===== config.mk =====
export PLATFORM = sky130hd
export DESIGN_NAME = q2h_front
export DESIGN_NICKNAME = d
export VERILOG_FILES = /design/src/design/q2h_pkg.sv /design/src/design/q2h_front.sv
export SDC_FILE = /design/constraint.sdc
export NUM_CORES = 2
export LEC_CHECK = 0
export ABC_AREA = 1
export BUFFER_PORTS_ARGS = -buffer_cell sky130_fd_sc_hd__buf_4
export CORE_MARGIN = 2
export CORE_UTILIZATION = 50
export CTS_BUF_LIST = sky130_fd_sc_hd__clkbuf_4
export DETAILED_ROUTE_END_ITERATION = 8
export HOLD_SLACK_MARGIN = 0.02
export PLACE_DENSITY = 0.72
export SLEW_MARGIN = 0
export SYNTH_ARGS = -nofsm -noshare
export SYNTH_HDL_FRONTEND = slang
export SYNTH_SLANG_ARGS = --single-unit

===== constraint.sdc =====
create_clock -name clk -period 14.65 [get_ports clk]
set_input_delay 2.93 -clock clk [delete_from_list [all_inputs] [get_ports clk]]
set_output_delay 2.93 -clock clk [all_outputs]
set_load 0.01 [all_outputs]

===== src/design/q2h_pkg.sv =====
`default_nettype none

package q2h_pkg;

  localparam int COMPONENT_WIDTH = 16;
  localparam int CORDIC_STAGES   = 16;
  localparam int FRAC_BITS       = COMPONENT_WIDTH - 1;
  localparam int THR_WIDTH       = 15;
  localparam int ANGLE_WIDTH     = 16;
  localparam int ACC_WIDTH       = 32;
  localparam int PROD_WIDTH      = 2 * COMPONENT_WIDTH;
  // Room for the sums of products and for CORDIC gain on a vector below 2^30.
  localparam int VEC_WIDTH       = (PROD_WIDTH + 2 > 34) ? PROD_WIDTH + 2 : 34;
  localparam int SHIFT_WIDTH     = $clog2(VEC_WIDTH);
  localparam int NORM_MSB        = 29;
  localparam int THR_SHIFT       = 2 * FRAC_BITS - THR_WIDTH;

  localparam int FRONT_STAGES    = 3;
  localparam int NORM_STAGES     = 4;
  localparam int PIPE_DEPTH      = FRONT_STAGES + NORM_STAGES + CORDIC_STAGES + 1;
  localparam int CNT_WIDTH       = $clog2(PIPE_DEPTH + 1);

  localparam logic [THR_WIDTH-1:0] THR_RESET = THR_WIDTH'(16351);

  localparam logic [ACC_WIDTH-1:0] ANGLE_QUARTER = 32'h4000_0000;
  localparam logic [ACC_WIDTH-1:0] ANGLE_3QUARTER = 32'hC000_0000;
  localparam logic [ACC_WIDTH-1:0] ROUND_BIAS =
    ACC_WIDTH'(1) << (ACC_WIDTH - ANGLE_WIDTH - 1);
  localparam logic [CNT_WIDTH-1:0] PIPE_DEPTH_C = CNT_WIDTH'(PIPE_DEPTH);

  typedef logic signed [COMPONENT_WIDTH-1:0] comp_t;
  typedef logic signed [PROD_WIDTH-1:0]      prod_t;
  typedef logic signed [VEC_WIDTH-1:0]       vec_t;

  localparam vec_t NORMAL_ONE = vec_t'(1) << (2 * FRAC_BITS - 2);

  typedef enum logic [1:0] {
    POLE_NONE  = 2'd0,
    POLE_NORTH = 2'd1,
    POLE_SOUTH = 2'd2
  } pole_t;

  typedef struct packed {
    comp_t quat_x;
    comp_t quat_y;
    comp_t quat_z;
    comp_t quat_w;
  } in_t;

  typedef struct packed {
    logic signed [ANGLE_WIDTH-1:0] heading_angle;
    logic [1:0]                    pole_case;
  } out_t;

  // atan2 operands: vy over vx
  typedef struct packed {
    vec_t  vx;
    vec_t  vy;
    pole_t pole;
  } vec_pair_t;

  typedef struct packed {
    vec_t                 vx;
    vec_t                 vy;
    logic [ACC_WIDTH-1:0] acc;
    pole_t                pole;
    logic                 zero;
  } rot_t;

  // atan(2^-i) in 2^32 counts per turn
  function automatic logic [ACC_WIDTH-1:0] atan_entry(input int unsigned idx);
    logic [ACC_WIDTH-1:0] val;
    case (idx)
      0:       val = 32'd536870912;
      1:       val = 32'd316933406;
      2:       val = 32'd167458907;
      3:       val = 32'd85004756;
      4:       val = 32'd42667331;
      5:       val = 32'd21354465;
      6:       val = 32'd10679838;
      7:       val = 32'd5340245;
      8:       val = 32'd2670163;
      9:       val = 32'd1335087;
      10:      val = 32'd667544;
      11:      val = 32'd333772;
      12:      val = 32'd166886;
      13:      val = 32'd83443;
      14:      val = 32'd41722;
      15:      val = 32'd20861;
      16:      val = 32'd10430;
      17:      val = 32'd5215;
      18:      val = 32'd2608;
      19:      val = 32'd1304;
      20:      val = 32'd652;
      21:      val = 32'd326;
      22:      val = 32'd163;
      23:      val = 32'd81;
      default: val = '0;
    endcase
    return val;
  endfunction

endpackage

`default_nettype wire


===== src/design/q2h_front.sv =====
`default_nettype none

module q2h_front (
  input  logic                           clk,
  input  logic                           rst_n,
  input  logic                           in_valid,
  output logic                           in_ready,
  input  q2h_pkg::in_t                   in_data,
  input  logic [q2h_pkg::THR_WIDTH-1:0]  thr,
  output logic                           out_valid,
  input  logic                           out_ready,
  output q2h_pkg::vec_pair_t             out_vec
);

  typedef struct packed {
    q2h_pkg::prod_t prod_xy;
    q2h_pkg::prod_t prod_zw;
    q2h_pkg::prod_t prod_yw;
    q2h_pkg::prod_t prod_xz;
    q2h_pkg::prod_t prod_yy;
    q2h_pkg::prod_t prod_zz;
    q2h_pkg::comp_t qx;
    q2h_pkg::comp_t qw;
  } prod_set_t;

  typedef struct packed {
    q2h_pkg::vec_t  t;
    q2h_pkg::vec_t  num;
    q2h_pkg::vec_t  den;
    q2h_pkg::comp_t qx;
    q2h_pkg::comp_t qw;
  } sum_set_t;

  prod_set_t          s1_r, s1_nxt;
  sum_set_t           s2_r, s2_nxt;
  q2h_pkg::vec_pair_t s3_r, s3_nxt;
  logic               v1_r, v2_r, v3_r;
  logic               rdy1, rdy2, rdy3;
  q2h_pkg::vec_t      t_cmp, thr_cmp;
  logic               north, south;

  assign rdy3     = !v3_r || out_ready;
  assign rdy2     = !v2_r || rdy3;
  assign rdy1     = !v1_r || rdy2;
  assign in_ready = rdy1;

  // Stage 1: all products
  always_comb begin
    q2h_pkg::comp_t qx, qy, qz, qw;
    qx = in_data.quat_x;
    qy = in_data.quat_y;
    qz = in_data.quat_z;
    qw = in_data.quat_w;
    s1_nxt.prod_xy = qx * qy;
    s1_nxt.prod_zw = qz * qw;
    s1_nxt.prod_yw = qy * qw;
    s1_nxt.prod_xz = qx * qz;
    s1_nxt.prod_yy = qy * qy;
    s1_nxt.prod_zz = qz * qz;
    s1_nxt.qx      = qx;
    s1_nxt.qw      = qw;
  end

  // Stage 2: pole test sum, numerator and denominator
  always_comb begin
    q2h_pkg::prod_t pxy, pzw, pyw, pxz, pyy, pzz;
    q2h_pkg::vec_t  exy, ezw, eyw, exz, eyy, ezz;
    pxy = s1_r.prod_xy;
    pzw = s1_r.prod_zw;
    pyw = s1_r.prod_yw;
    pxz = s1_r.prod_xz;
    pyy = s1_r.prod_yy;
    pzz = s1_r.prod_zz;
    exy = q2h_pkg::vec_t'(pxy);
    ezw = q2h_pkg::vec_t'(pzw);
    eyw = q2h_pkg::vec_t'(pyw);
    exz = q2h_pkg::vec_t'(pxz);
    eyy = q2h_pkg::vec_t'(pyy);
    ezz = q2h_pkg::vec_t'(pzz);
    s2_nxt.t   = exy + ezw;
    s2_nxt.num = ((eyw >>> 2) - (exz >>> 2)) <<< 1;
    s2_nxt.den = q2h_pkg::NORMAL_ONE - (((eyy >>> 2) + (ezz >>> 2)) <<< 1);
    s2_nxt.qx  = s1_r.qx;
    s2_nxt.qw  = s1_r.qw;
  end

  // Align the threshold with the product scale
  if (q2h_pkg::THR_SHIFT >= 0) begin : g_thr_up
    assign t_cmp   = s2_r.t;
    assign thr_cmp = q2h_pkg::vec_t'(thr) << q2h_pkg::THR_SHIFT;
  end else begin : g_thr_down
    assign t_cmp   = s2_r.t <<< (-q2h_pkg::THR_SHIFT);
    assign thr_cmp = q2h_pkg::vec_t'(thr);
  end

  assign north = t_cmp > thr_cmp;
  assign south = t_cmp < -thr_cmp;

  // Stage 3: pick the atan2 operands
  always_comb begin
    q2h_pkg::comp_t qx, qw;
    qx = s2_r.qx;
    qw = s2_r.qw;
    if (north) begin
      s3_nxt.pole = q2h_pkg::POLE_NORTH;
      s3_nxt.vy   = q2h_pkg::vec_t'(qx);
      s3_nxt.vx   = q2h_pkg::vec_t'(qw);
    end else if (south) begin
      s3_nxt.pole = q2h_pkg::POLE_SOUTH;
      s3_nxt.vy   = q2h_pkg::vec_t'(qx);
      s3_nxt.vx   = q2h_pkg::vec_t'(qw);
    end else begin
      s3_nxt.pole = q2h_pkg::POLE_NONE;
      s3_nxt.vy   = s2_r.num;
      s3_nxt.vx   = s2_r.den;
    end
  end

  always_ff @(posedge clk) begin
    if (!rst_n) begin
      v1_r <= 1'b0;
      v2_r <= 1'b0;
      v3_r <= 1'b0;
    end else begin
      if (rdy1) v1_r <= in_valid;
      if (rdy2) v2_r <= v1_r;
      if (rdy3) v3_r <= v2_r;
    end
  end

  always_ff @(posedge clk) begin
    if (rdy1) s1_r <= s1_nxt;
    if (rdy2) s2_r <= s2_nxt;
    if (rdy3) s3_r <= s3_nxt;
  end

  assign out_valid = v3_r;
  assign out_vec   = s3_r;

endmodule

`default_nettype wire


* Word level (Yosys, flattened, before mapping)
Cells that the tools add are included. Widths: inputs -> output; s select.
Cells by class: multiplexer cells 2, $mul 6, add/sub/neg operators 5, order comparisons 2, reduce and logical (&&, ||, !) cells 6
Operators with widths (number):
- $mul 16x16->32 | 6
- $mux 70 | 2
- $gt 34x31->1 | 1
- $lt 34x34->1 | 1
- $neg 30->34 | 1
- $add 32x32->33 | 1
- $sub 30x32->33 const A | 1
- $add 30x30->31 | 1
- $sub 30x30->31 | 1
- $logic_not 1->1 | 3
- $logic_or 1x1->1 | 3
Storage, ports and cells: input bits 83, register bits after elaboration 430, output and inout port bits 72

* Longest topological paths before layout
depth in word-level cells 4, gate-level depth with buffers 27, gate-level depth less buffers 26

* Least setup slack after synthesis
No wires, ideal clock.
kind input to output, start in out_ready, end out in_ready, path buffers 0, cell stages on the path 4, slack 2.397 ns, arrival 9.323 ns, path through inv_1 -> nand2_1 -> nor2_1 -> nand2_1
On the way: cells in the longest elaborated chain, start to end 3
Ends and longest elaborated chain:
- start, declared | RTL line q2h_front.sv:11 | input logic out_ready,
- $logic_or 1x1->1 | RTL line q2h_front.sv:42 | assign rdy3 = !v3_r || out_ready;
- named net rdy3 | RTL line q2h_front.sv:38 | logic rdy1, rdy2, rdy3;
- $logic_or 1x1->1 | RTL line q2h_front.sv:43 | assign rdy2 = !v2_r || rdy3;
- $logic_or 1x1->1 | RTL line q2h_front.sv:44 | assign rdy1 = !v1_r || rdy2;
- end, declared | RTL line q2h_front.sv:7 | output logic in_ready,
The timed path passes the listed nets, and every way through them passes these cells.

==> flow_metrics.env <==
export IMPL_h_tree_depth=3
export IMPL_place_hpwl_mm=161
export IMPL_worst_setup_path_start_kind="input pin"
export IMPL_grt_pass1_vias=63000
export IMPL_synth_largest_area_cell="fa_1"
export IMPL_remaining_drc_errors=0
export IMPL_first_iter_violations=4486
export IMPL_yosys_area_top_type_share=0.384
export IMPL_portBuffers=154
export IMPL_worstPathCellList="buf_4 > nand2_1 > inv_1 > fa_1 > fa_1 > inv_1 > fa_1 > fa_1 > fa_1 > fa_1 > inv_1 > ha_1 > nand2_1 > nor3_1 > nor3b_1 > nand2_1 > o21ai_0 > xor2_1"
export IMPL_grt_max_degree=126
export IMPL_relSlewSlack=0.343
export IMPL_path_class="input pin to flip-flop"
export IMPL_area_delta_synth_final_pct=5.51
export IMPL_drv_slew=0
export IMPL_cpLargestDelayFamily="adder cells"
export IMPL_antenna_found_initial=12
export IMPL_ctsHoldBuffers=0
export IMPL_fillCellCount=14300
export IMPL_die_x_um=402
export IMPL_clk_pin_slew_worst_paths_ns=0.06
export IMPL_critPathCaptureType="flip-flop"
export IMPL_async_flop_share=0
export IMPL_topRoutingLayerUsed="met5"
export IMPL_drive_above_1_share=0.0429
export IMPL_path_max_fanout=42
export IMPL_crit_slowest_cell="fa_1"
export IMPL_grt_pass1_wl_mm=329
export IMPL_crit_required_ns=15.43
export IMPL_clockBufferDepth=3
export IMPL_ant_nets=0
export IMPL_cts_resized=0
export IMPL_syn_area_sq_um=79000
export IMPL_fin_nets=11400
export IMPL_final_cell_mix="inv_1 (2685), nand2_1 (2052), fa_1 (1517), ha_1 (642), edfxtp_1 (411)"
export IMPL_finalCritPeriodShare=0.565
export IMPL_root_buffer="clkbuf_4"
export IMPL_wl_met1_mm=81.6
export IMPL_postCtsSetupBuffers=0
export IMPL_start_util=0.505
export IMPL_wl_per_cell_um=17.8
export IMPL_yosysSeqAreaShare=0.157
export IMPL_path_buf_inv=4
export IMPL_avgSynthCellArea_sq_um=8.64
export IMPL_critical_path_max_stage_delay_ns=0.84
export IMPL_ys_flop_type="edfxtp_1"
export IMPL_synth_fp_nets=11400
export IMPL_setup_viol=0
export IMPL_grt_use_total=0.257
export IMPL_synth_cells=9148
export IMPL_core_sq_um=157000
export IMPL_final_common_cell="inv_1"
export IMPL_drt_wl_total_mm=201
export IMPL_fmax_mhz=121
export IMPL_ff_latch_area_sq_um=12400
export IMPL_finalWeightedCongestion=0.940
export IMPL_hold_viol=0
export IMPL_worstSkewPairLatency_ns=1.11
export IMPL_synth_edff_count=411
export IMPL_status="complete, no violations"
export IMPL_cpMostUsedCell="fa_1"
export IMPL_maxCapViolations=0
export IMPL_multi_input_area_sq_um=55500
export IMPL_die_area_sq_um=161000
export IMPL_clock_skew_ns=0.0989
export IMPL_synth_area_leaders="fa_1 (38%), edfxtp_1 (16%), inv_1 (13%)"
export IMPL_yosysWarnings=0
export IMPL_cts_made_buffers=113
export IMPL_rows=145
export IMPL_tightest_slew_ns=0.985
export IMPL_dr_wl_met3_mm=14.0
export IMPL_worstHoldPathType="flip-flop to flip-flop"
export IMPL_synth_seq_cells=414
export IMPL_tritoncts="done"
export IMPL_io_pins=155
export IMPL_rsz0062_at_grt="false"
export IMPL_grt_ovfl_total=0
export IMPL_tns_ns=0
export IMPL_die_h_um=402
export IMPL_fin_crit_ns=8.28
export IMPL_critPathArrivalTime_ns=9.06
export IMPL_via_per_inst=5.17
export IMPL_route_met2_wl_mm=97.4
export IMPL_firstDrtPassIters=9
export IMPL_numClockSinks=414
export IMPL_num_vias=58400
export IMPL_synth_cell_type_count=52
path summary, 6_finish.rpt:
| check | startpoint | end | slack (ns) | cells after the start |
|---|---|---|---|---|
| setup / recovery | in_data[31] | s1_r[191]$_DFFE_PP_ | 6.37 | 18 |
| hold / removal | s1_r[6]$_DFFE_PP_ | s2_r[6]$_DFFE_PP_ | 0.34 | 0 |
| setup reg to reg | t_cmp[32]$_DFFE_PP_ | out_vec[65]$_DFFE_PP_ | 10.84 | 14 |
| hold reg to reg | s1_r[6]$_DFFE_PP_ | s2_r[6]$_DFFE_PP_ | 0.34 | 0 |
cells in the mapped netlist (2+ instances only):
library cell	count
inv_1	2686
nand2_1	2054
fa_1	1517
ha_1	642
edfxtp_1	411
nor2_1	315
a21oi_1	306
xor2_1	216
clkbuf_1	197
o21ai_0	140
xnor2_1	130
nand3_1	123
buf_1	62
nor3_1	48
nand4_1	40
a21o_1	34
o21bai_1	27
nor4_1	23
a31oi_1	18
o211ai_1	16
o21a_1	14
a21boi_0	13
buf_2	10
nand3b_1	9
or2_2	9
nor2_2	7
o2111ai_1	7
a221oi_1	6
o21ai_1	6
a211oi_1	5
and2_1	5
nand2_2	5
o31ai_1	5
a31o_2	4
buf_4	4
inv_2	4
nand3_2	4
nor2_4	4
dfxtp_1	3
nor3b_1	3
xnor2_2	3
and3_1	2
xor2_2	2
state kept, by name (all words and copies together), names as in the netlist:
signal,flops
out_valid,1
s2_r,95
t_cmp,33
v1_r,1
s1_r,216
v2_r,1
out_vec,67
metrics by stage:
step           hold WS, ns  cells  utilization  instance area [sq um]  setup slack [ns]
2_1_floorplan        0.400   9148            -                  79000              2.40
3_3_place_gp         0.400  11100        0.523                  81900              5.36
3_5_place_dp         0.405  11100        0.523                  81900              5.33
4_1_cts              0.329  11300        0.533                  83400              6.51
5_1_grt              0.367  11300        0.533                  83400              6.03
6_report             0.339  11300        0.533                  83400              6.37
routing by layer:
layer | global-route usage | vias to the layer above
met5 | 0 | -
met4 | 0.0988 | 10
met3 | 0.0369 | 459
met2 | 0.437 | 2125
met1 | 0.333 | 29000
li1 | - | 26800
cell type report:
type	count	share of cell area
tap	2058	0.0309
antenna	7	0.000210
inverter	2691	0.121
sequential	414	0.149
timing repair buffer	172	0.0156
multi-input combinational	5770	0.666
clock inverter	43	0.00374
clock buffer	157	0.0141
cells by family (layout without fill, tap and decap cells):
logic type                 after synthesis  count (layout)  synth area share
buffers and inverters                 2964            3063             0.141
xor gates and xnor gates               352             352            0.0397
AOI/OAI and AO/OA                      603             603            0.0430
DFF                                    414             414             0.157
other                                    0               7                 0
and+or+nand+nor                       2656            2656             0.133
adders and majority gates             2159            2159             0.486
Power is left out: the tool's default activity adds up to more than one toggle a clock period on the data nets, which glitch-free logic cannot reach.
