$ cat config.mk
export PLATFORM = sky130hd
export DESIGN_NAME = q2h_norm
export DESIGN_NICKNAME = d
export VERILOG_FILES = /design/src/design/q2h_pkg.sv /design/src/design/q2h_norm.sv
export SDC_FILE = /design/constraint.sdc
export NUM_CORES = 1
export LEC_CHECK = 0
export BUFFER_PORTS_ARGS = -buffer_cell sky130_fd_sc_hd__buf_2
export CORE_MARGIN = 1
export CORE_UTILIZATION = 30
export CTS_CLUSTER_SIZE = 14
export DETAILED_ROUTE_END_ITERATION = 12
export MAX_ROUTING_LAYER = met4
export PLACE_DENSITY = 0.44
export SYNTH_ARGS = -nofsm -noshare
export SYNTH_HDL_FRONTEND = slang
export SYNTH_SLANG_ARGS = --single-unit
export TNS_END_PERCENT = 30
$ cat constraint.sdc
create_clock -name clk -period 9.45 [get_ports clk]
set_clock_uncertainty 0.1 [all_clocks]
set_input_delay 0.945 -clock clk [delete_from_list [all_inputs] [get_ports clk]]
set_output_delay 0.945 -clock clk [all_outputs]
set_load 0.03 [all_outputs]
$ cat src/design/q2h_pkg.sv
`default_nettype none

package q2h_pkg;

  localparam int COMPONENT_WIDTH = 16;
  localparam int CORDIC_STAGES   = 16;
  localparam int FRAC_BITS       = COMPONENT_WIDTH - 1;
  localparam int THR_WIDTH       = 15;
  localparam int ANGLE_WIDTH     = 16;
  localparam int ACC_WIDTH       = 32;
  localparam int PROD_WIDTH      = 2 * COMPONENT_WIDTH;
  // Room for the sums of products and for CORDIC gain on a vector below 2^30.
  localparam int VEC_WIDTH       = (PROD_WIDTH + 2 > 34) ? PROD_WIDTH + 2 : 34;
  localparam int SHIFT_WIDTH     = $clog2(VEC_WIDTH);
  localparam int NORM_MSB        = 29;
  localparam int THR_SHIFT       = 2 * FRAC_BITS - THR_WIDTH;

  localparam int FRONT_STAGES    = 3;
  localparam int NORM_STAGES     = 4;
  localparam int PIPE_DEPTH      = FRONT_STAGES + NORM_STAGES + CORDIC_STAGES + 1;
  localparam int CNT_WIDTH       = $clog2(PIPE_DEPTH + 1);

  localparam logic [THR_WIDTH-1:0] THR_RESET = THR_WIDTH'(16351);

  localparam logic [ACC_WIDTH-1:0] ANGLE_QUARTER = 32'h4000_0000;
  localparam logic [ACC_WIDTH-1:0] ANGLE_3QUARTER = 32'hC000_0000;
  localparam logic [ACC_WIDTH-1:0] ROUND_BIAS =
    ACC_WIDTH'(1) << (ACC_WIDTH - ANGLE_WIDTH - 1);
  localparam logic [CNT_WIDTH-1:0] PIPE_DEPTH_C = CNT_WIDTH'(PIPE_DEPTH);

  typedef logic signed [COMPONENT_WIDTH-1:0] comp_t;
  typedef logic signed [PROD_WIDTH-1:0]      prod_t;
  typedef logic signed [VEC_WIDTH-1:0]       vec_t;

  localparam vec_t NORMAL_ONE = vec_t'(1) << (2 * FRAC_BITS - 2);

  typedef enum logic [1:0] {
    POLE_NONE  = 2'd0,
    POLE_NORTH = 2'd1,
    POLE_SOUTH = 2'd2
  } pole_t;

  typedef struct packed {
    comp_t quat_x;
    comp_t quat_y;
    comp_t quat_z;
    comp_t quat_w;
  } in_t;

  typedef struct packed {
    logic signed [ANGLE_WIDTH-1:0] heading_angle;
    logic [1:0]                    pole_case;
  } out_t;

  // atan2 operands: vy over vx
  typedef struct packed {
    vec_t  vx;
    vec_t  vy;
    pole_t pole;
  } vec_pair_t;

  typedef struct packed {
    vec_t                 vx;
    vec_t                 vy;
    logic [ACC_WIDTH-1:0] acc;
    pole_t                pole;
    logic                 zero;
  } rot_t;

  // atan(2^-i) in 2^32 counts per turn
  function automatic logic [ACC_WIDTH-1:0] atan_entry(input int unsigned idx);
    logic [ACC_WIDTH-1:0] val;
    case (idx)
      0:       val = 32'd536870912;
      1:       val = 32'd316933406;
      2:       val = 32'd167458907;
      3:       val = 32'd85004756;
      4:       val = 32'd42667331;
      5:       val = 32'd21354465;
      6:       val = 32'd10679838;
      7:       val = 32'd5340245;
      8:       val = 32'd2670163;
      9:       val = 32'd1335087;
      10:      val = 32'd667544;
      11:      val = 32'd333772;
      12:      val = 32'd166886;
      13:      val = 32'd83443;
      14:      val = 32'd41722;
      15:      val = 32'd20861;
      16:      val = 32'd10430;
      17:      val = 32'd5215;
      18:      val = 32'd2608;
      19:      val = 32'd1304;
      20:      val = 32'd652;
      21:      val = 32'd326;
      22:      val = 32'd163;
      23:      val = 32'd81;
      default: val = '0;
    endcase
    return val;
  endfunction

endpackage

`default_nettype wire

$ cat src/design/q2h_norm.sv
`default_nettype none

module q2h_norm (
  input  logic               clk,
  input  logic               rst_n,
  input  logic               in_valid,
  output logic               in_ready,
  input  q2h_pkg::vec_pair_t in_vec,
  output logic               out_valid,
  input  logic               out_ready,
  output q2h_pkg::rot_t      out_rot
);

  typedef struct packed {
    q2h_pkg::vec_t                 vx;
    q2h_pkg::vec_t                 vy;
    logic [q2h_pkg::VEC_WIDTH-1:0] mag;
    q2h_pkg::pole_t                pole;
  } mag_set_t;

  typedef struct packed {
    q2h_pkg::vec_t                   vx;
    q2h_pkg::vec_t                   vy;
    logic [q2h_pkg::SHIFT_WIDTH-1:0] shl;
    logic [q2h_pkg::SHIFT_WIDTH-1:0] shr;
    logic                            zero;
    q2h_pkg::pole_t                  pole;
  } shift_set_t;

  typedef struct packed {
    q2h_pkg::vec_t  vx;
    q2h_pkg::vec_t  vy;
    logic           zero;
    q2h_pkg::pole_t pole;
  } scaled_set_t;

  mag_set_t      sa_r, sa_nxt;
  shift_set_t    sb_r, sb_nxt;
  scaled_set_t   sc_r, sc_nxt;
  q2h_pkg::rot_t sd_r, sd_nxt;
  logic          va_r, vb_r, vc_r, vd_r;
  logic          rdya, rdyb, rdyc, rdyd;

  assign rdyd     = !vd_r || out_ready;
  assign rdyc     = !vc_r || rdyd;
  assign rdyb     = !vb_r || rdyc;
  assign rdya     = !va_r || rdyb;
  assign in_ready = rdya;

  // Stage A: larger magnitude of the two operands
  always_comb begin
    q2h_pkg::vec_t                 vx, vy;
    logic [q2h_pkg::VEC_WIDTH-1:0] ax, ay;
    vx = in_vec.vx;
    vy = in_vec.vy;
    ax = vx[q2h_pkg::VEC_WIDTH-1] ? -vx : vx;
    ay = vy[q2h_pkg::VEC_WIDTH-1] ? -vy : vy;
    sa_nxt.vx   = vx;
    sa_nxt.vy   = vy;
    sa_nxt.mag  = (ax > ay) ? ax : ay;
    sa_nxt.pole = in_vec.pole;
  end

  // Stage B: leading one search, shift toward the normalization window
  always_comb begin
    logic [q2h_pkg::SHIFT_WIDTH-1:0] pos;
    pos = '0;
    for (int i = 0; i < q2h_pkg::VEC_WIDTH; i++) begin
      if (sa_r.mag[i]) pos = q2h_pkg::SHIFT_WIDTH'(i);
    end
    sb_nxt.vx   = sa_r.vx;
    sb_nxt.vy   = sa_r.vy;
    sb_nxt.pole = sa_r.pole;
    sb_nxt.zero = (sa_r.mag == '0);
    sb_nxt.shl  = '0;
    sb_nxt.shr  = '0;
    if (pos < q2h_pkg::SHIFT_WIDTH'(q2h_pkg::NORM_MSB)) begin
      sb_nxt.shl = q2h_pkg::SHIFT_WIDTH'(q2h_pkg::NORM_MSB) - pos;
    end else begin
      sb_nxt.shr = pos - q2h_pkg::SHIFT_WIDTH'(q2h_pkg::NORM_MSB);
    end
  end

  // Stage C: apply the common shift (floor on the way down)
  always_comb begin
    q2h_pkg::vec_t vx, vy;
    vx = sb_r.vx;
    vy = sb_r.vy;
    if (sb_r.shr != '0) begin
      sc_nxt.vx = vx >>> sb_r.shr;
      sc_nxt.vy = vy >>> sb_r.shr;
    end else begin
      sc_nxt.vx = vx <<< sb_r.shl;
      sc_nxt.vy = vy <<< sb_r.shl;
    end
    sc_nxt.zero = sb_r.zero;
    sc_nxt.pole = sb_r.pole;
  end

  // Stage D: fold the left half plane into the right one
  always_comb begin
    q2h_pkg::vec_t vx, vy;
    vx = sc_r.vx;
    vy = sc_r.vy;
    sd_nxt.zero = sc_r.zero;
    sd_nxt.pole = sc_r.pole;
    if (!vx[q2h_pkg::VEC_WIDTH-1]) begin
      sd_nxt.vx  = vx;
      sd_nxt.vy  = vy;
      sd_nxt.acc = '0;
    end else if (!vy[q2h_pkg::VEC_WIDTH-1]) begin
      sd_nxt.vx  = vy;
      sd_nxt.vy  = -vx;
      sd_nxt.acc = q2h_pkg::ANGLE_QUARTER;
    end else begin
      sd_nxt.vx  = -vy;
      sd_nxt.vy  = vx;
      sd_nxt.acc = q2h_pkg::ANGLE_3QUARTER;
    end
  end

  always_ff @(posedge clk) begin
    if (!rst_n) begin
      va_r <= 1'b0;
      vb_r <= 1'b0;
      vc_r <= 1'b0;
      vd_r <= 1'b0;
    end else begin
      if (rdya) va_r <= in_valid;
      if (rdyb) vb_r <= va_r;
      if (rdyc) vc_r <= vb_r;
      if (rdyd) vd_r <= vc_r;
    end
  end

  always_ff @(posedge clk) begin
    if (rdya) sa_r <= sa_nxt;
    if (rdyb) sb_r <= sb_nxt;
    if (rdyc) sc_r <= sc_nxt;
    if (rdyd) sd_r <= sd_nxt;
  end

  assign out_valid = vd_r;
  assign out_rot   = sd_r;

endmodule

`default_nettype wire

Word-level counts from Yosys, hierarchy flattened:

Index checks and enable logic that the tools add are counted.

* register bits after elaboration: 365
* bits of input ports: 74
* output and inout bits: 105
* word-level logic and storage cells: 86

* add/sub/neg operators: 6
* magnitude comparators: 2
* shift-type cells: 4
* mux-type cells: 39
* reduce and logical (&&, ||, !) cells: 11

Operator list (count)
* 2-to-1 mux 99 bit: 2
* 2-to-1 mux 6 bit: 32
* negator 34 bit: 4
* 2-to-1 mux 34 bit: 3
* 2-to-1 mux 68 bit: 1
* <<< shifter 34 x 6 -> 34 bit: 2
* >>> shifter 34 x 6 -> 34 bit: 2
* greater-than comparator 34 bit: 1
* logical NOT 34 bit: 1
* < comparator 6 x 5 -> 1 bit, second input constant: 1
* nonzero test 6 bit: 1
* subtractor 5 x 6 -> 6 bit, first input constant: 1
* subtractor 6 x 5 -> 6 bit, second input constant: 1
* logical NOT 1 bit: 4
* logical OR 1 bit: 4
* AND reduction 2 bit: 1
* 2-to-1 mux 1 bit: 1

Logic depth before layout (Yosys ltp):

Gate-level depths: netlist (run 1).

* word-level depth: 34
* gate-level depth with buffers: 16
* mapped depth without buffers: 15

Worst setup path after synthesis (run 1):

Ideal clock, no wire load.

* path type: input-to-reg
* from: input port in_vec[26] (netlist bit)
* to: register sa_r[26] (netlist bit) (data pin)
* library setup time: 0.256 ns
* arrival time: 4.956 ns
* required time: 9.094 ns
* path slack: 4.138 ns
* cell stages on the path: 14
* buffers on the path: 1
* path through: or4_1 -> or3_4 -> or4_4 -> or4_4 -> or4_4 -> ha_1 -> nand4_1 -> nor2_1 -> o21ai_0 -> a21o_1 -> nor3b_1 -> nor2_1 -> clkbuf_1 -> o22a_1

RTL lines
* from (decl): RTL line q2h_norm.sv:8 `input q2h_pkg::vec_pair_t in_vec,`
* to (signal assigned): RTL line q2h_norm.sv:137 `if (rdya) sa_r <= sa_nxt;`
* to (decl): RTL line q2h_norm.sv:37 `mag_set_t sa_r, sa_nxt;`

==> results by group, run 1 <==
Hold path
  • Hold Path Class: flop to flop

Timing
  • Fin. max-slew vios: 0
  • Actual slew at the worst max-slew pin: around 1.2 ns
  • Fin crit share: 64.5%
  • Fmax: 164 MHz
  • Fin crit period: 6.09 ns
  • Final Hold Viols: 0
  • Max_slew headroom: 19.8%
  • Final setup viols: 0
  • Fin Setup TNS: 0 ns
  • RSZ-0062 raised after global routing: no

Placement
  • Port bufs: 148
  • RePlAce Congestion: 1.00
  • Dpl hpwl: 66000 um

Worst setup path
  • Crit-path slowest cell: nor4_1
  • CP dominant cell by count: buf_4
  • Top Family by Delay on Critical Path: simple AND/OR/NAND/NOR gates
  • Crit path cell chain: buf_2, nor4_1, nand4b_1, or3_1, or2_2, o31ai_1, xnor2_1, ha_1, a21oi_1, o21ai_0, a2111oi_0, o2111ai_1, nor3b_2, buf_4, nor2_2, buf_4, mux2i_1
  • Worst EP arrival: 6.30 ns
  • Critical Path Start Type: input pin
  • Worst EP required: 9.66 ns
  • CP bufs+invs: 3
  • Crit path max fanout: 33
  • Kind of critical path: input pin to flop
  • Critical path capture point type: flop
  • Critical path's largest stage delay: 0.72 ns

Power
  • Leakage: just under 0.01 uW
  • Pwr Total: between 8000 and 9000 uW
  • Power Density: 313 nW/um^2
  • Maximum vdd drop: 0.122 mV

Synth
  • Mux share of post-synthesis cell area: 17.0%
  • Compound-Gate Fraction of Synth Area: ~16%
  • Main synth FF type: edfxtp_1
  • Top-area cell type share of the netlist area: roughly 43%
  • Largest family of logic cells by synthesized area: multiplexers
  • Register area share after synthesis: 43.6%
  • Number of flops mapped to enable cells by yosys: 331
  • Netlist cell types: 71
  • Area of the mapped netlist: 23000 um^2
  • Cell count after synthesis: ~2200
  • Syn avg cell area: between 10 and 15 um^2
  • Yosys warns: 0
  • Adder-Cell Fraction of Synth Area: 2.28%
  • XOR/XNOR Fraction of Synth Area: under 10%
  • Register bit total from synthesis: 335
  • Ranking of synthesized cells by area: edfxtp_1, mux2i_1, mux4_2
  • FFs w/ async S/R, synth: 0%
  • Most common cell in the netlist: edfxtp_1
  • Cell taking the most area after synthesis: edfxtp_1
  • Simple-gate share of the synthesized area: 12.3%
  • Synth top cells by count: edfxtp_1, nor2_1, a21oi_1, mux2i_1, nand2_1

Clocking
  • CTS tree: built
  • Clock Latency Late Sink: 0.57 ns
  • Clock tree buffer depth: 3
  • H-tree levels: 2
  • Post-CTS Resized: 0
  • Clock slew at reported path FFs: 0.07 ns
  • Post-CTS Setup Repair Bufs: 0
  • Root cell of the clock tree: clkbuf_16
  • Number of hold buffers added after CTS: 0
  • CTS Buf Count: between 40 and 50
  • Clock sink total: 335

Final layout
  • Layout filler cell count: 7661
  • Final nets: 2404
  • Layout cells sized above 1: 17.5%
  • Area growth syn-to-layout: 13.4%

Routing
  • Vias per cell: 5.46
  • 1st-iter DRT viols: 1551
  • Final WL: 85200 um
  • Detail Route Antenna Nets: 0
  • Vias post-DR: roughly 18000
  • WL/cell: about 25 um
  • Residual DRC: 0
  • TritonRoute pass-1 iters: 5

Status
  • Status: complete, no violations

Floorplan
  • Total die area: roughly 78000 um^2
  • Die height: 279 um
  • Core area: 75900 um^2
  • Initial core utilization: a little under a third
  • Row count: slightly above 100
  • Die width: between 200 and 300 um
  • Top-level I/O count: 179

Global route
  • GRT Overall Usage: 22.2%
  • Vias in the first global route: 17800
  • Largest net degree at the start of global routing: 93
  • First-pass GRT wire length: 124000 um
  • GRT overflow: 0
  • Initial antenna violation count: 0

Run
  • Max Cap Violations: 0
stage by stage:
step                instance area, um^2  setup slack (ns)  hold WS (ns)  utilization, %  instances
floorplan                         23100              4.14         0.300               -       2234
global placement                  24700              2.76         0.302            32.5       3275
detailed placement                24700              2.76         0.305            32.5       3275
CTS                               26100              3.38         0.314            34.3       3351
global route                      26100              2.99         0.322            34.3       3351
finish                            26100              3.36         0.309            34.3       3352
report_power, final:
part / internal, uW / switching (uW)
combinational: 1390 / 2650
clock: 993 / 635
sequential: 2160 / 344
total: 4540 / 3630
state kept, by name (all words and copies together) (netlist names):
| name | cells |
|---|---|
| sa_r | 104 |
| sb_r | 83 |
| out_rot | 73 |
| sc_r | 71 |
| out_valid | 1 |
| va_r | 1 |
| vb_r | 1 |
| vc_r | 1 |
path summary, 6_finish.rpt:
check | depth (start not counted) | startpoint | endpoint | slack, ns
setup / recovery | 17 | in_vec[40] | sa_r[2] | 3.36
hold / removal | 0 | sa_r[98] | sb_r[77] | 0.31
setup reg to reg | 7 | sb_r[10] | sc_r[63] | 4.96
hold reg to reg | 0 | sa_r[98] | sb_r[77] | 0.31
cells in the final DEF, fill, tap and decap left out, drive strengths merged, types with 38 or more instances in the layout:
| master | Yosys | routed |
|---|---|---|
| a211oi | 44 | 44 |
| a21oi | 197 | 197 |
| buf | 60 | 188 |
| clkbuf | 117 | 48 |
| edfxtp | 331 | 331 |
| ha | 42 | 42 |
| inv | 45 | 45 |
| mux2 | 50 | 50 |
| mux2i | 172 | 172 |
| mux4 | 72 | 72 |
| nand2 | 159 | 159 |
| nand2b | 38 | 38 |
| nor2 | 225 | 225 |
| o21ai | 130 | 130 |
| xnor2 | 60 | 60 |
| xor2 | 65 | 65 |
per-layer routing:
metal,GRT usage [%],up-vias,part of all wire [%]
met5,-,-,0
met4,9.43,0,4.5
met3,2.13,129,4.3
met2,36.2,615,48
met1,28.0,9032,43
li1,-,8521,-
final cells by class:
type / count / area (um^2) / area share, %
flip-flops and latches: 335 / 10000 / 38.4
clock inverters: 28 / 342 / 1.31
inverters: 46 / 174 / 0.667
clock buffers: 48 / 1050 / 4.03
repair buffers: 188 / 1040 / 3.99
multi-input cells: 1676 / 12200 / 46.6
diodes: 1 / 2.50 / 0.00960
well taps: 1030 / 1290 / 4.94
kinds of logic after synthesis:
family / after synthesis
fa+ha+maj: 42
xor+xnor: 125
flops: 335
compound gates: 585
buf+inv: 223
other cells: 1
mux: 294
simple gates: 599
Power figures use the tool's default switching activity.
==> run 2: changes to the inputs <==
ABC_AREA = 1   (was unset)
PLACE_DENSITY = 0.45   (was 0.44)
clock period = 4.9 ns   (was 9.45 ns; I/O delays follow)
==> run 2 against run 1 <==
Critical path depth is 13 higher. Core utilization rose by 0.86 points. Global-route usage fell by 0.38 points. Total power increased by 94%. Hold slack got worse by 0.28 ns.
==> results by group, run 2 <==
Global route
  • GRT Overall Usage: 21.8% (-0.38 points)
  • Vias in the first global route: 19300 (+8.2%)
  • GRT overflow: 0 (unchanged)
  • Largest net degree at the start of global routing: 123 (+32%)
  • First-pass GRT wire length: 120000 um (-2.8%)
  • Initial antenna violation count: 0 (unchanged)

Synth
  • Netlist cell types: 59 (-17%)
  • Register area share after synthesis: 44.6% (+1.0 points)
  • Cell count after synthesis: 2754 (+25%)
  • Register bit total from synthesis: 335 (unchanged)
  • Most common cell in the netlist: nand2_1
  • Yosys warns: 0 (unchanged)
  • Ranking of synthesized cells by area: edfxtp_1, o21ai_0, nand2_1
  • Area of the mapped netlist: 22500 um^2 (-2.3%)
  • Cell taking the most area after synthesis: edfxtp_1
  • Syn avg cell area: 8.16 um^2 (-22%)
  • Main synth FF type: edfxtp_1
  • FFs w/ async S/R, synth: 0% (unchanged)
  • Synth top cells by count: nand2_1, o21ai_0, edfxtp_1, inv_1, nor2_1
  • Top-area cell type share of the netlist area: 44.2% (+1.0 points)
  • Number of flops mapped to enable cells by yosys: 331 (unchanged)

Floorplan
  • Top-level I/O count: 179 (unchanged)
  • Row count: 100 (-0.99%)
  • Total die area: 76000 um^2 (-2.2%)
  • Initial core utilization: 30.2% (-0.035 points)
  • Die width: 276 um (-1.1%)
  • Core area: 74300 um^2 (-2.1%)
  • Die height: 276 um (-1.1%)

Placement
  • RePlAce Congestion: 0.993 (-0.74%)
  • Dpl cell area: 24700 um^2 (about the same)
  • Placed insts: 3829 (+17%)
  • Dpl hpwl: 65600 um (-0.60%)
  • Port bufs: 148 (unchanged)

Worst setup path
  • Worst EP arrival: 4.78 ns (-1.52 ns)
  • Critical path capture point type: flop
  • Critical Path Start Type: input pin
  • R2R setup slack: 1.04 ns (-3.92 ns)
  • Crit path max fanout: 13 (-61%)
  • Worst EP required: 5.11 ns (-4.55 ns)
  • Crit-path slowest cell: or2_2
  • Kind of critical path: input pin to flop
  • Critical path's largest stage delay: 0.31 ns (-0.41 ns)

Power
  • Leakage: 0.0111 uW (+15%)
  • Power Density: 605 nW/um^2 (+93%)
  • Maximum vdd drop: 0.214 mV (+76%)

Routing
  • 1st-iter DRT viols: 1526 (-1.6%)
  • WL/cell: 21.1 um (-17%)
  • Residual DRC: 0 (unchanged)
  • Vias post-DR: 19800 (+8.4%)
  • Detail Route Antenna Nets: 0 (unchanged)
  • TritonRoute pass-1 iters: 5 (unchanged)
  • Vias per cell: 5.07 (-7.1%)
  • Final WL: 82300 um (-3.4%)

Clocking
  • Clock Latency Late Sink: 0.57 ns (about the same)
  • Root cell of the clock tree: clkbuf_16
  • CTS Buf Count: 39 (-4.9%)
  • Clock slew at reported path FFs: 0.06 ns (about the same)
  • Clock tree buffer depth: 3 (unchanged)
  • CTS tree: built
  • Clock sink total: 335 (unchanged)
  • H-tree levels: 2 (unchanged)

Final layout
  • Most frequent cells in the layout: nand2_1, o21ai_0, edfxtp_1
  • Area growth syn-to-layout: 16.4%
  • Final nets: 3027 (+26%)
  • Layout filler cell count: 7812 (+2.0%)
  • Fin util: 35.2% (+0.86 points)
  • Layout cells sized above 1: 13.1% (-4.4 points)
  • Largest Register: sa_r
  • Final Non-Filler Cells: 3910 (+17%)
  • Final Instance Area: 26200 um^2 (+0.30%)
  • Commonest non-fill, non-tap cell in the layout: nand2_1
  • Number of flip-flops in the largest register: 104 (unchanged)

Timing
  • Max_slew headroom: 24.8% (+5.0 points)
  • Fin crit share: 93.3%
  • Final setup viols: 0 (unchanged)
  • Fin crit period: 4.57 ns
  • Final Hold Viols: 0 (unchanged)
  • Fmax: 219 MHz
  • Actual slew at the worst max-slew pin: 1.13 ns (-0.0659 ns)
  • Fin. max-slew vios: 0 (unchanged)
  • RSZ-0062 raised after global routing: no

Hold path
  • Hold Path Class: input pin to flop

Run
  • Max Cap Violations: 0 (unchanged)

Status
  • Status: complete, no violations
==> run 2: changes by cell type after synthesis, sizes merged, moves of 50 or more <==
cell,change
a21oi,-109
inv,+223
mux2,-50
mux2i,-74
mux4,-72
nand2,+473
o21ai,+368
==> run 2: metrics by stage <==
step | setup TNS [ns] | power [uW] | setup slack (ns) | hold WS, ns
CTS | 0 | 15800 | 0.0173 | 0.000350
floorplan | -85.34 | 9730 | -0.517 | 0.300
global placement | -18.55 | 12900 | -0.572 | 0.303
global route | 0 | 16700 | 0.0343 | 0.0165
detailed placement | -18.46 | 12900 | -0.578 | 0.305
finish | 0 | 15800 | 0.328 | 0.0338
==> run 2: routing by layer <==
| metal | track usage, % | share of wire [%] | vias up |
|---|---|---|---|
| met2 | 37.4 | 49 | 531 |
| met4 | 7.14 | 3.3 | 0 |
| met5 | - | 0 | - |
| met1 | 26.7 | 44 | 9451 |
| li1 | - | - | 9723 |
| met3 | 2.16 | 3.7 | 120 |
==> run 2: layout make-up <==
class | instances | area, um^2 | area share (%)
Antenna cell | 1 | 2.50 | 0.00957
Clock buffer | 48 | 1010 | 3.86
Tap cell | 969 | 1210 | 4.64
Inverter | 276 | 1050 | 4.00
Sequential cell | 335 | 10000 | 38.3
Clock inverter | 22 | 220 | 0.842
Multi-Input combinational cell | 1985 | 10800 | 41.4
Timing Repair Buffer | 274 | 1810 | 6.90
==> run 2: power breakdown <==
part | total, uW | switching [uW] | internal (uW) | leakage (uW)
combinational | 8190 | 5820 | 2370 | 0.00693
clock | 2820 | 1140 | 1680 | 0.000592
sequential | 4810 | 639 | 4170 | 0.00362
==> run 2: logic make-up (layout without fill, tap and decap cells) <==
family / count (synthesis) / after routing / share of synthesized area (%)
XOR/XNOR: 123 / 123 / 4.79
AND/OR/NAND/NOR: 972 / 972 / 17.7
buffers and inverters: 464 / 620 / 8.25
AO/OA/AOI/OAI: 719 / 719 / 18.0
multiplexers: 98 / 98 / 4.36
other: 1 / 32 / 0.0167
flip-flops: 335 / 335 / 44.6
adder cells (fa/ha/maj): 42 / 42 / 2.34
==> run 2: final timing paths <==
path	depth (start not counted)	startpoint	end
max	30	in_vec[2]	sa_r[10]
min reg2reg	0	sa_r[37]	sb_r[16]
max reg2reg	16	sc_r[3]	out_rot[99]
min	2	rst_n	vb_r
==> run 2: worst max-delay path, delay by kind of cell <==
kind / cells / cell delay, ns
AO/OA/AOI/OAI: 2 / 0.17
XOR/XNOR: 1 / 0.17
adder cells (fa/ha/maj): 1 / 0.27
buffers and inverters: 9 / 0.91
AND/OR/NAND/NOR: 17 / 2.78
==> run 2: repair_timing <==
item,in CTS,in global routing
buffers inserted,0,3
setup endpoints to repair,0,34
hold endpoints to repair,2,0
gates resized for setup,0,31
hold buffers,2,0
